$ cat src/hw/rtl/grp_pkg.sv
// Package for the grid rectangle placement block: sizes, payload types and opcodes.
`default_nettype none
package grp_pkg;
   localparam int MaxColumnsDefault = 16;
   localparam int MaxRowsDefault    = 16;
   localparam int MaxIdsDefault     = 64;

   localparam logic [1:0] OP_PLACE  = 2'd0;
   localparam logic [1:0] OP_AUTO   = 2'd1;
   localparam logic [1:0] OP_REMOVE = 2'd2;
   localparam logic [1:0] OP_QUERY  = 2'd3;

   localparam logic CSR_WIDTH  = 1'b0;
   localparam logic CSR_HEIGHT = 1'b1;

   typedef struct packed {
      logic [1:0] operation;
      logic [5:0] item_id;
      logic [4:0] item_width;
      logic [4:0] item_height;
      logic [4:0] pos_x;
      logic [4:0] pos_y;
      logic       rotate;
   } req_type;

   typedef struct packed {
      logic       success;
      logic [3:0] placed_x;
      logic [3:0] placed_y;
      logic       placed_rotated;
      logic [5:0] cell_owner;
   } rsp_type;
endpackage
`default_nettype wire

$ cat src/hw/rtl/grid_rectangle_placement.sv
// Top level of the grid rectangle placement block: cell memory and its sequencer.
// A query reads one cell; place, remove and auto add check the footprint cell by cell.
// A commit sweeps the cell memory and then fills one cell a cycle.
// Reset clears the cell memory in one pass with busy high.
// One item at a time; results are strobed for one cycle on rsp_valid; no stall.
`default_nettype none
module grid_rectangle_placement #(
   parameter int MAX_COLUMNS = grp_pkg::MaxColumnsDefault,
   parameter int MAX_ROWS    = grp_pkg::MaxRowsDefault,
   parameter int MAX_IDS     = grp_pkg::MaxIdsDefault
) (
   input  wire                clock,
   input  wire                reset,
   input  wire                start,
   output logic               busy,
   input  grp_pkg::req_type   req_item,
   output logic               rsp_valid,
   output grp_pkg::rsp_type   rsp_item,
   input  wire                csr_write,
   input  wire                csr_index,
   input  wire  [4:0]         csr_data
);
   import grp_pkg::*;

   localparam int Cells = MAX_COLUMNS * MAX_ROWS;
   localparam int AW    = $clog2(Cells + 1);
   localparam int IW    = $clog2(MAX_IDS);

   localparam logic [3:0] ST_CLEAR  = 4'd0;
   localparam logic [3:0] ST_IDLE   = 4'd1;
   localparam logic [3:0] ST_PREP   = 4'd2;
   localparam logic [3:0] ST_CHECK  = 4'd3;
   localparam logic [3:0] ST_WAIT   = 4'd4;
   localparam logic [3:0] ST_SWEEP  = 4'd5;
   localparam logic [3:0] ST_SWAIT  = 4'd6;
   localparam logic [3:0] ST_FILL   = 4'd7;
   localparam logic [3:0] ST_REMREC = 4'd8;
   localparam logic [3:0] ST_QWAIT  = 4'd9;
   localparam logic [3:0] ST_DONE   = 4'd10;
   localparam logic [3:0] ST_RCHK   = 4'd11;
   localparam logic [3:0] ST_RWAIT  = 4'd12;

   logic [5:0] cell_mem [Cells];
   logic [8:0] rec_mem [MAX_IDS];
   logic [MAX_IDS-1:0] rec_valid_ff;

   logic [3:0] state_ff;
   req_type    req_ff;
   logic [4:0] gw_ff, gh_ff;
   logic [4:0] cx_ff, cy_ff;       // corner under test
   logic [4:0] dx_ff, dy_ff;       // offset in footprint
   logic       pass_ff;
   logic [AW-1:0] sweep_ff;
   logic [5:0] rd_ff;
   logic [8:0] rec_rd_ff;
   rsp_type    rsp_ff;
   logic       rsp_valid_ff;

   logic [AW-1:0] rd_addr;
   logic          wr_en;
   logic [AW-1:0] wr_addr;
   logic [5:0]    wr_data;

   always_ff @(posedge clock) begin
      if (wr_en) cell_mem[wr_addr[$clog2(Cells)-1:0]] <= wr_data;
      rd_ff <= cell_mem[rd_addr[$clog2(Cells)-1:0]];
   end

   logic [6:0] ew, eh;
   assign ew = ({2'b0, gw_ff} > 7'(MAX_COLUMNS)) ? 7'(MAX_COLUMNS) : {2'b0, gw_ff};
   assign eh = ({2'b0, gh_ff} > 7'(MAX_ROWS)) ? 7'(MAX_ROWS) : {2'b0, gh_ff};

   logic rot_eff;
   logic [4:0] sx, sy;
   logic id_ok;
   logic [IW-1:0] rid;
   assign rid = IW'(req_ff.item_id);
   assign id_ok = req_ff.item_id != 6'd0 && 32'(req_ff.item_id) < MAX_IDS;
   always_comb begin
      unique case (req_ff.operation)
         OP_PLACE:  rot_eff = req_ff.rotate;
         OP_AUTO:   rot_eff = pass_ff;
         default:   rot_eff = rec_rd_ff[0];
      endcase
      sx = rot_eff ? req_ff.item_height : req_ff.item_width;
      sy = rot_eff ? req_ff.item_width : req_ff.item_height;
   end

   logic in_grid;
   assign in_grid = ew != 0 && eh != 0 && sx != 0 && sy != 0 &&
                    (7'(cx_ff) + 7'(sx) <= ew) && (7'(cy_ff) + 7'(sy) <= eh);

   logic [13:0] cell_idx, query_idx;
   assign cell_idx  = 14'((7'(cy_ff) + 7'(dy_ff)) * ew) + 14'(cx_ff) + 14'(dx_ff);
   assign query_idx = 14'(req_ff.pos_y * ew) + 14'(req_ff.pos_x);

   logic last_cell;
   assign last_cell = (dx_ff + 5'd1 == sx) && (dy_ff + 5'd1 == sy);
   logic cell_clash;
   assign cell_clash = rd_ff != 6'd0 && rd_ff != req_ff.item_id;

   always_comb begin
      rd_addr = AW'(cell_idx);
      wr_en   = 1'b0;
      wr_addr = AW'(cell_idx);
      wr_data = req_ff.item_id;
      unique case (state_ff)
         ST_CLEAR: begin
            wr_en = 1'b1; wr_addr = sweep_ff; wr_data = 6'd0;
         end
         ST_SWEEP: rd_addr = sweep_ff;
         ST_SWAIT: begin
            wr_addr = sweep_ff - AW'(1);
            wr_en = rd_ff == req_ff.item_id;
            wr_data = 6'd0;
            rd_addr = sweep_ff;
         end
         ST_FILL: wr_en = 1'b1;
         ST_RWAIT: begin
            wr_addr = AW'(cell_idx);
            wr_en = rd_ff == req_ff.item_id;
            wr_data = 6'd0;
         end
         ST_PREP: rd_addr = AW'(query_idx);
         default: ;
      endcase
   end

   logic [3:0] state_in;
   logic [4:0] cx_in, cy_in, dx_in, dy_in;
   logic pass_in;
   logic [AW-1:0] sweep_in;
   rsp_type rsp_in;
   logic rsp_valid_in;

   always_comb begin
      state_in = state_ff; cx_in = cx_ff; cy_in = cy_ff; dx_in = dx_ff; dy_in = dy_ff;
      pass_in = pass_ff; sweep_in = sweep_ff; rsp_in = '0; rsp_valid_in = 1'b0;
      unique case (state_ff)
         ST_CLEAR: begin
            sweep_in = sweep_ff + AW'(1);
            if (sweep_ff == AW'(Cells - 1)) state_in = ST_IDLE;
         end
         ST_IDLE: if (start) state_in = ST_PREP;
         ST_PREP: begin
            cx_in = req_ff.operation == OP_PLACE ? req_ff.pos_x : 5'd0;
            cy_in = req_ff.operation == OP_PLACE ? req_ff.pos_y : 5'd0;
            dx_in = 5'd0; dy_in = 5'd0; pass_in = 1'b0;
            unique case (req_ff.operation)
               OP_QUERY: state_in = ST_QWAIT;
               OP_REMOVE: state_in = id_ok ? ST_REMREC : ST_DONE;
               default: state_in = id_ok ? ST_CHECK : ST_DONE;
            endcase
         end
         ST_QWAIT: begin
            rsp_valid_in = 1'b1;
            rsp_in.cell_owner = (query_idx < 14'(ew * eh)) ? rd_ff : 6'd0;
            state_in = ST_IDLE;
         end
         ST_CHECK: begin
            if (in_grid) state_in = ST_WAIT;
            else begin
               // Move to the next corner, or give up.
               dx_in = 5'd0; dy_in = 5'd0;
               if (req_ff.operation == OP_PLACE) state_in = ST_DONE;
               else if (7'(cx_ff) + 7'd1 < ew) cx_in = cx_ff + 5'd1;
               else if (7'(cy_ff) + 7'd1 < eh) begin cx_in = 5'd0; cy_in = cy_ff + 5'd1; end
               else if (!pass_ff) begin pass_in = 1'b1; cx_in = 5'd0; cy_in = 5'd0; end
               else state_in = ST_DONE;
               if (ew == 0 || eh == 0) state_in = ST_DONE;
            end
         end
         ST_WAIT: begin
            if (cell_clash) begin
               dx_in = 5'd0; dy_in = 5'd0;
               if (req_ff.operation == OP_PLACE) state_in = ST_DONE;
               else begin
                  state_in = ST_CHECK;
                  if (7'(cx_ff) + 7'd1 < ew) cx_in = cx_ff + 5'd1;
                  else if (7'(cy_ff) + 7'd1 < eh) begin cx_in = 5'd0; cy_in = cy_ff + 5'd1; end
                  else if (!pass_ff) begin pass_in = 1'b1; cx_in = 5'd0; cy_in = 5'd0; end
                  else state_in = ST_DONE;
               end
            end else if (last_cell) begin
               state_in = ST_SWEEP; sweep_in = '0; dx_in = 5'd0; dy_in = 5'd0;
            end else begin
               state_in = ST_CHECK;
               if (dx_ff + 5'd1 == sx) begin dx_in = 5'd0; dy_in = dy_ff + 5'd1; end
               else dx_in = dx_ff + 5'd1;
            end
         end
         ST_SWEEP: begin state_in = ST_SWAIT; sweep_in = sweep_ff + AW'(1); end
         ST_SWAIT: begin
            if (sweep_ff == AW'(Cells)) state_in = ST_FILL;
            else sweep_in = sweep_ff + AW'(1);
         end
         ST_FILL: begin
            if (last_cell) begin
               state_in = ST_IDLE; rsp_valid_in = 1'b1;
               rsp_in.success = 1'b1; rsp_in.placed_x = cx_ff[3:0];
               rsp_in.placed_y = cy_ff[3:0]; rsp_in.placed_rotated = rot_eff;
            end else if (dx_ff + 5'd1 == sx) begin dx_in = 5'd0; dy_in = dy_ff + 5'd1; end
            else dx_in = dx_ff + 5'd1;
         end
         ST_REMREC: begin
            if (!rec_valid_ff[rid]) state_in = ST_DONE;
            else begin
               cx_in = {1'b0, rec_rd_ff[8:5]}; cy_in = {1'b0, rec_rd_ff[4:1]};
               state_in = ST_RCHK;
            end
         end
         ST_RCHK: state_in = in_grid ? ST_RWAIT : ST_IDLE;
         ST_RWAIT: begin
            if (last_cell) state_in = ST_IDLE;
            else begin
               state_in = ST_RCHK;
               if (dx_ff + 5'd1 == sx) begin dx_in = 5'd0; dy_in = dy_ff + 5'd1; end
               else dx_in = dx_ff + 5'd1;
            end
         end
         ST_DONE: begin state_in = ST_IDLE; rsp_valid_in = 1'b1; end
         default: state_in = ST_IDLE;
      endcase
      // A remove that found its record reports success when it finishes.
      if ((state_ff == ST_RCHK || state_ff == ST_RWAIT) && state_in == ST_IDLE) begin
         rsp_valid_in = 1'b1; rsp_in.success = 1'b1;
      end
   end

   always_ff @(posedge clock) begin
      if (state_ff == ST_IDLE && start) req_ff <= req_item;
      rec_rd_ff <= rec_mem[rid];
      if (state_ff == ST_FILL && last_cell)
         rec_mem[rid] <= {cx_ff[3:0], cy_ff[3:0], rot_eff};
      cx_ff <= cx_in; cy_ff <= cy_in; dx_ff <= dx_in; dy_ff <= dy_in;
      pass_ff <= pass_in; rsp_ff <= rsp_in;
      if (reset) begin
         state_ff <= ST_CLEAR; sweep_ff <= '0; rsp_valid_ff <= 1'b0;
         rec_valid_ff <= '0; gw_ff <= 5'd0; gh_ff <= 5'd0;
      end else begin
         state_ff <= state_in; sweep_ff <= sweep_in; rsp_valid_ff <= rsp_valid_in;
         if (csr_write) begin
            if (csr_index == CSR_WIDTH) gw_ff <= csr_data;
            else gh_ff <= csr_data;
         end
         if (state_ff == ST_FILL && last_cell) rec_valid_ff[rid] <= 1'b1;
         if (state_ff == ST_REMREC && rec_valid_ff[rid]) rec_valid_ff[rid] <= 1'b0;
      end
   end

   assign busy      = state_ff != ST_IDLE;
   assign rsp_valid = rsp_valid_ff;
   assign rsp_item  = rsp_ff;

   a_idle_after_rsp: assert property (@(posedge clock) disable iff (reset)
      rsp_valid |-> state_ff == ST_IDLE) else $error("result outside idle");
   a_clear_no_rsp: assert property (@(posedge clock) disable iff (reset)
      state_ff == ST_CLEAR |=> !rsp_valid) else $error("result during clear");
   a_start_busy: assert property (@(posedge clock) disable iff (reset)
      (start && !busy) |=> busy) else $error("item not taken");
endmodule
`default_nettype wire
$ cat config.mk
export PLATFORM = sky130hd
export DESIGN_NAME = grid_rectangle_placement
export DESIGN_NICKNAME = d
export VERILOG_FILES = /design/src/hw/rtl/grp_pkg.sv /design/src/hw/rtl/grid_rectangle_placement.sv
export SDC_FILE = /design/constraint.sdc
export NUM_CORES = 2
export LEC_CHECK = 0
export BUFFER_PORTS_ARGS = -buffer_cell sky130_fd_sc_hd__buf_2
export CORE_ASPECT_RATIO = 1.2
export CORE_UTILIZATION = 40
export CTS_BUF_LIST = sky130_fd_sc_hd__clkbuf_4 sky130_fd_sc_hd__clkbuf_8
export CTS_CLUSTER_SIZE = 16
export DETAILED_ROUTE_END_ITERATION = 16
export GPL_TIMING_DRIVEN = 0
export PLACE_DENSITY = 0.55
export SLEW_MARGIN = 10
export SYNTH_ARGS = -nofsm -noshare
export SYNTH_HDL_FRONTEND = slang
export SYNTH_SLANG_ARGS = --single-unit
$ cat constraint.sdc
create_clock -name clock -period 20.3 [get_ports clock]
set_input_delay 2.03 -clock clock [delete_from_list [all_inputs] [get_ports clock]]
set_output_delay 2.03 -clock clock [all_outputs]
set_load 0.01 [all_outputs]
# Word-level counts from Yosys, hierarchy flattened
# Memory sizes are Yosys's and may differ from the RTL's. A register that Yosys moved wholly into a read port is not among the register bits.
# Cells that the tools add are included.
[word_totals]
mem_count = 2
word_cells = 215
out_inout_bits = 18
in_bits = 39
reg_bits = 154
mem_bits_rw = 2112
[op_classes]
mux = 87
eq_ne = 30
n_addsub = 14
bitwise_logic = 4
n_reduce_logical = 43
n_lt_le_gt_ge = 9
multipliers = 3
[memory_table]
columns = ["memory", "depth", "word_bits", "rd", "rd_clocked_by_memory_dff", "wr", "line", "text"]
rows = [
  ["cell_mem", 256, 6, 1, 1, 1, "grid_rectangle_placement.sv:43", "logic [5:0] cell_mem [Cells];"],
  ["rec_mem", 64, 9, 1, 1, 1, "grid_rectangle_placement.sv:44", "logic [8:0] rec_mem [MAX_IDS];"],
]
[ops]
columns = ["cell", "count"]
rows = [
  ["64-bit two-way mux", 3],
  ["5-bit two-way mux", 29],
  ["5-bit one-hot mux with 4 select lines", 4],
  ["4-bit two-way mux", 18],
  ["64-bit AND", 1],
  ["64-bit inverter", 1],
  ["64-bit bitwise OR", 1],
  ["4-bit one-hot mux with 11 select lines", 1],
  ["8-bit one-hot mux with 2 select lines", 2],
  ["9-bit two-way mux", 3],
  ["9-bit one-hot mux with 3 select lines", 1],
  ["5-bit by 1-bit adder with 5-bit output, second input constant", 4],
  ["4-bit == test, second input constant", 5],
  ["5-bit by 5-bit multiplier with 10-bit output", 2],
  ["10-bit two-way mux", 2],
  ["5-bit by 5-bit adder with 6-bit output", 3],
  ["8-bit by 5-bit adder with 8-bit output", 2],
  ["4-bit by 3-bit == test with 1-bit output, second input constant", 4],
  ["7-bit zero test", 2],
  ["1-bit two-way mux", 14],
  ["2-bit inequality test, second input constant", 7],
  ["7-bit nonzero test", 2],
  ["5-bit by 1-bit adder with 6-bit output, second input constant", 2],
  ["6-bit by 5-bit <= comparator with 1-bit output", 2],
  ["other kinds (41)", 75],
]

# Logic depth before layout (Yosys ltp)
[depth]
ltp_word = 13
ltp_mapped = 27
ltp_nobuf = 24

# Worst setup path before layout
# Ideal clock, no wire load.
[synth_timing]
path_kind = "register to register"
from = "reg state_ff[3]"
to = "mem cell_mem[0][5] (data pin)"
path_buffers = 3
slack_ns = 11.281
setup_time_ns = 1.454
arrival_ns = 7.565
t_required_ns = 18.846
stages_incl_launch_ff = 8
period_less_slack_ns = 9.019
cell_sequence = "dfxtp_1 buf_2 buf_1 buf_1 nor3_1 a21oi_1 nor2_1 nor2b_1"
[synth_via]
elab_chain_cells = 3
elab_cells_between_ends = 5
classes_between = "eq/ne (2); mux (1); reduce/logical (2)"
[synth_rtl]
columns = ["item", "line", "text"]
rows = [
  ["start: declaration", "grid_rectangle_placement.sv:47", "logic [3:0] state_ff;"],
  ["start signal: assignment", "grid_rectangle_placement.sv:241", "state_ff <= state_in; sweep_ff <= sweep_in; rsp_valid_ff <= rsp_valid_in;"],
  ["4-bit == test (tied with other cells)", "grid_rectangle_placement.sv:107", "unique case (state_ff)"],
  ["3-bit OR reduction (no line) *", "--", ""],
  ["6-bit two-way mux *", "grid_rectangle_placement.sv:107", ""],
  ["named net wr_data[5]", "grid_rectangle_placement.sv:62", "logic [5:0] wr_data;"],
  ["end: declaration", "grid_rectangle_placement.sv:43", ""],
]
# The timed path passes the listed nets; every way through them passes the cells marked *.

# Worst setup path in the final report
[layout_timing]
from = "reg cy_ff[1]"
to = "reg rd_ff[4] (read register of cell_mem)"
[layout_via]
elab_chain_cells = 5
[layout_rtl]
columns = ["item", "line", "text"]
rows = [
  ["start: declaration", "grid_rectangle_placement.sv:50", "logic [4:0] cx_ff, cy_ff;"],
  ["start signal: assignment", "grid_rectangle_placement.sv:235", "cx_ff <= cx_in; cy_ff <= cy_in; dx_ff <= dx_in; dy_ff <= dy_in;"],
  ["5-bit by 5-bit adder with 6-bit output", "grid_rectangle_placement.sv:94", "assign cell_idx = 14'((7'(cy_ff) + 7'(dy_ff)) * ew) + 14'(cx_ff) + 14'(dx_ff);"],
  ["6-bit by 5-bit multiplier with 8-bit output", "grid_rectangle_placement.sv:94", ""],
  ["8-bit by 5-bit adder with 8-bit output (2 in a row)", "grid_rectangle_placement.sv:94", ""],
  ["8-bit one-hot mux with 2 select lines", "grid_rectangle_placement.sv:107", ""],
  ["end: declaration", "grid_rectangle_placement.sv:54", "logic [5:0] rd_ff;"],
]
# No other way between the ends.
# A chain may end at the register's enable or synchronous reset.

==> impl_metrics.json <==
{
  "dp_hpwl_um": 206000,
  "grt.busiest_layer": "met2",
  "setup_viol": 0,
  "arrival_ns": 10.97,
  "cp_num_cells": 26,
  "most-common-layout-cells": "2162 x edfxtp_1, 421 x nor2_1, 407 x clkbuf_8",
  "fin_skew_ns": 0.0898,
  "period_minus_slack_ns": 10.07,
  "cp_slowest_cell": "clkbuf_1",
  "worst_r2r_path_depth": 26,
  "hold_buffers": 0,
  "async_flop_share": 0,
  "insertion_delay_ns": 1.12,
  "rr_startpoint": "cy_ff[1]$_DFFE_PP_",
  "cp-start-kind": "flop",
  "clk_pin_slew_worst_paths_ns": 0.06,
  "cts_resized": 0,
  "p_sw_mw": 2.48,
  "fin_crit_sh": 0.496,
  "dieArea_mm2": 0.232,
  "cp_num_buf_inv": 8,
  "criticalPathCategory": "flop to flop",
  "post_cts_buffers": 0,
  "pwr-share-clk": 0.407,
  "max_slew_margin": 0.0546,
  "hp-start": "rec_valid_ff[53]$_SDFF_PP0_",
  "drive_gt1_frac": 0.198,
  "p_int_mw": 7.47,
  "grt_pass1_vias": 55000,
  "seqPwrFrac": 0.512,
  "hold_depth": 1,
  "netlist_area_mm2": 0.0919,
  "p_comb_frac": 0.082,
  "antenna_found_initial": 14,
  "max_stage_delay_ns": 1.07,
  "grtUsageMet3": 0.0520,
  "finalMaxSlewViolations": 0,
  "fin_area_mm2": 0.105,
  "die_y_um": 527,
  "cts_made_buffers": 387,
  "hold_viol_final": 0,
  "die_w_um": 440,
  "rsz0062_at_grt": "no",
  "clock-root-buffer": "clkbuf_8",
  "syn_avg_cell_area_um2": 17.1,
  "grt_pass1_wl_um": 420000,
  "hold_ws_ns": 0.467,
  "use_met1": 0.322,
  "via_per_inst": 5.94,
  "nNetsFinal": 6094,
  "area_growth_pct": 14.4,
  "drc": 0,
  "fmax_ghz": 0.0993,
  "grt_max_degree": 49,
  "reg2reg_setup_slack_ns": 10.23,
  "drt_iter0_drc": 6587,
  "ys_types": 68,
  "cts.sinks": 2281,
  "htreeDepth": 5,
  "cp-end-kind": "flop",
  "port_buffers": 55,
  "avgRoutedWirePerCell_um": 33.1,
  "track_usage": 0.260,
  "clockBufferDepth": 4,
  "regToRegEndpoint": "rd_ff[4]$_DFF_P_",
  "fillCellCount": 19800,
  "gp_congestion": 0.929,
  "ir_drop_v": 0.0000553,
  "ys.flop_type": "edfxtp_1",
  "drtAntennaViolNets": 0,
  "cts_tree": "done",
  "core_area_mm2": 0.228,
  "top_level_ports": 57,
  "hold_path.class": "flop to flop",
  "critical_path.top_delay_family": "buffers and inverters",
  "layout_commonest_cell": "edfxtp_1",
  "cp_max_fo": 19,
  "worstPathRequired_ns": 21.20,
  "syn-num-nets": 5571,
  "fin_tns_setup_ns": 0,
  "p_leak_nw": 34.2,
  "swShare": 0.249,
  "postPlaceCellArea_mm2": 0.0978,
  "cap_viol_max_count": 0,
  "syn_inst": 5381,
  "wirelength_um": 304000,
  "dr.pass1.iters": 7,
  "status": "finished, final reports clean",
  "grt.overflow.total": 0,
  "routed-via-count": 54600,
  "yosys_warnings": 0,
  "ys_seq_elements": 2281,
  "seq_area_frac_synth": 0.732,
  "rows": 192,
  "worst_slew_pin_slew_ns": 1.42,
  "synth-edff-count": 2162,
  "powerDensity_mw_per_mm2": 94.6,
  "initial_core_util": 0.403,
  "whs_endpoint": "rec_valid_ff[53]$_SDFF_PP0_",
  "gr-usage-met2": 0.425
}
-- per-stage QoR --
step	worst slack, ns	util	instances	power, mW
2_1_floorplan	11.28	-	5381	5.56
3_3_place_gp	2.78	0.421	8443	5.96
3_5_place_dp	10.49	0.428	8521	5.98
4_1_cts	10.44	0.461	9198	9.97
5_1_grt	10.22	0.461	9200	10.2
6_report	10.23	0.461	9201	9.95
-- cell families (layout without fill, tap and decap cells) --
kind of cell	Yosys count	count (layout)	synth area share
DFF	2281	2281	0.732
other	0	2	0
buffers and inverters	437	1248	0.0200
and+or+nand+nor	1038	1038	0.0510
adders and majority gates	151	151	0.0241
xor gates and xnor gates	67	67	0.00638
muxes	390	390	0.0894
AOI/OAI and AO/OA	1017	1017	0.0770
-- per-layer routing --
metal | wire length (um) | share of wire
met2 | 147000 | 0.48
met5 | 13 | 0.000043
met4 | 18400 | 0.060
met3 | 24400 | 0.080
met1 | 114000 | 0.37
-- cells in the mapped netlist, types with 42 or more instances --
library cell	count	share of area
inv_1	117	0.0048
and2_1	42	0.0029
nand4_1	49	0.0033
a221oi_1	62	0.0059
a22o_1	52	0.0050
a22oi_1	384	0.031
buf_2	61	0.0033
dfxtp_1	119	0.026
edfxtp_1	2162	0.71
ha_1	107	0.015
clkbuf_1	200	0.0082
nor2_1	436	0.018
nand3_1	99	0.0054
fa_1	44	0.0096
a21oi_1	234	0.013
nand2_1	261	0.011
a31oi_1	65	0.0044
o21a_1	72	0.0059
mux4_2	344	0.084
-- worst reg2reg max path, delay by kind of cell, from the launching register on --
kind	cells	cell delay, ns
xor+xnor	2	0.58
compound gates	8	2.75
flops	1	0.69
buf+inv	8	3.18
fa+ha+maj	6	2.34
simple gates	2	0.39
-- registers in the layout, indices dropped and copies added, names as in the netlist, 9 cells and up --
name,cells
req_ff,23
rec_valid_ff,64
cell_mem,1536
rec_mem,576
rec_rd_ff,9
rsp_item,16
sweep_ff,9
-- area by class of cell --
type / count / area [um2] / area share
Antenna cell: 2 / 5.00 / 0.0000476
Buffer: 320 / 1430 / 0.0136
Clock buffer: 528 / 6510 / 0.0619
Clock inverter: 149 / 881 / 0.00837
Inverter: 117 / 439 / 0.00418
Multi-Input combinational cell: 2663 / 22900 / 0.218
Sequential cell: 2281 / 67300 / 0.640
Tap cell: 3007 / 3760 / 0.0358
Timing Repair Buffer: 134 / 1890 / 0.0180
-- power by group through the flow --
| stage | sequential (mW) | combinational, mW | clock (mW) |
|---|---|---|---|
| finish | 5.09 | 0.811 | 4.05 |
| global route | 5.09 | 0.813 | 4.28 |
| CTS | 5.09 | 0.791 | 4.09 |
| detailed placement | 5.19 | 0.788 | 0 |
| global placement | 5.19 | 0.772 | 0 |
| floorplan | 5.19 | 0.372 | 0 |
-- worst max-delay path by stage --
stage / start / to / slack [ns]
6_report: cy_ff[1]$_DFFE_PP_ / rd_ff[4]$_DFF_P_ / 10.23
5_1_grt: cy_ff[1]$_DFFE_PP_ / rd_ff[4]$_DFF_P_ / 10.22
4_1_cts: cy_ff[1]$_DFFE_PP_ / rd_ff[4]$_DFF_P_ / 10.44
3_5_place_dp: cy_ff[1]$_DFFE_PP_ / rd_ff[4]$_DFF_P_ / 10.49
3_3_place_gp: state_ff[3]$_SDFF_PP0_ / cell_mem[5][2]$_DFFE_PP_ / 2.78
2_1_floorplan: state_ff[3]$_SDFF_PP0_ / cell_mem[0][5]$_DFFE_PP_ / 11.28
No activity file was read; power rests on OpenSTA's default activity.
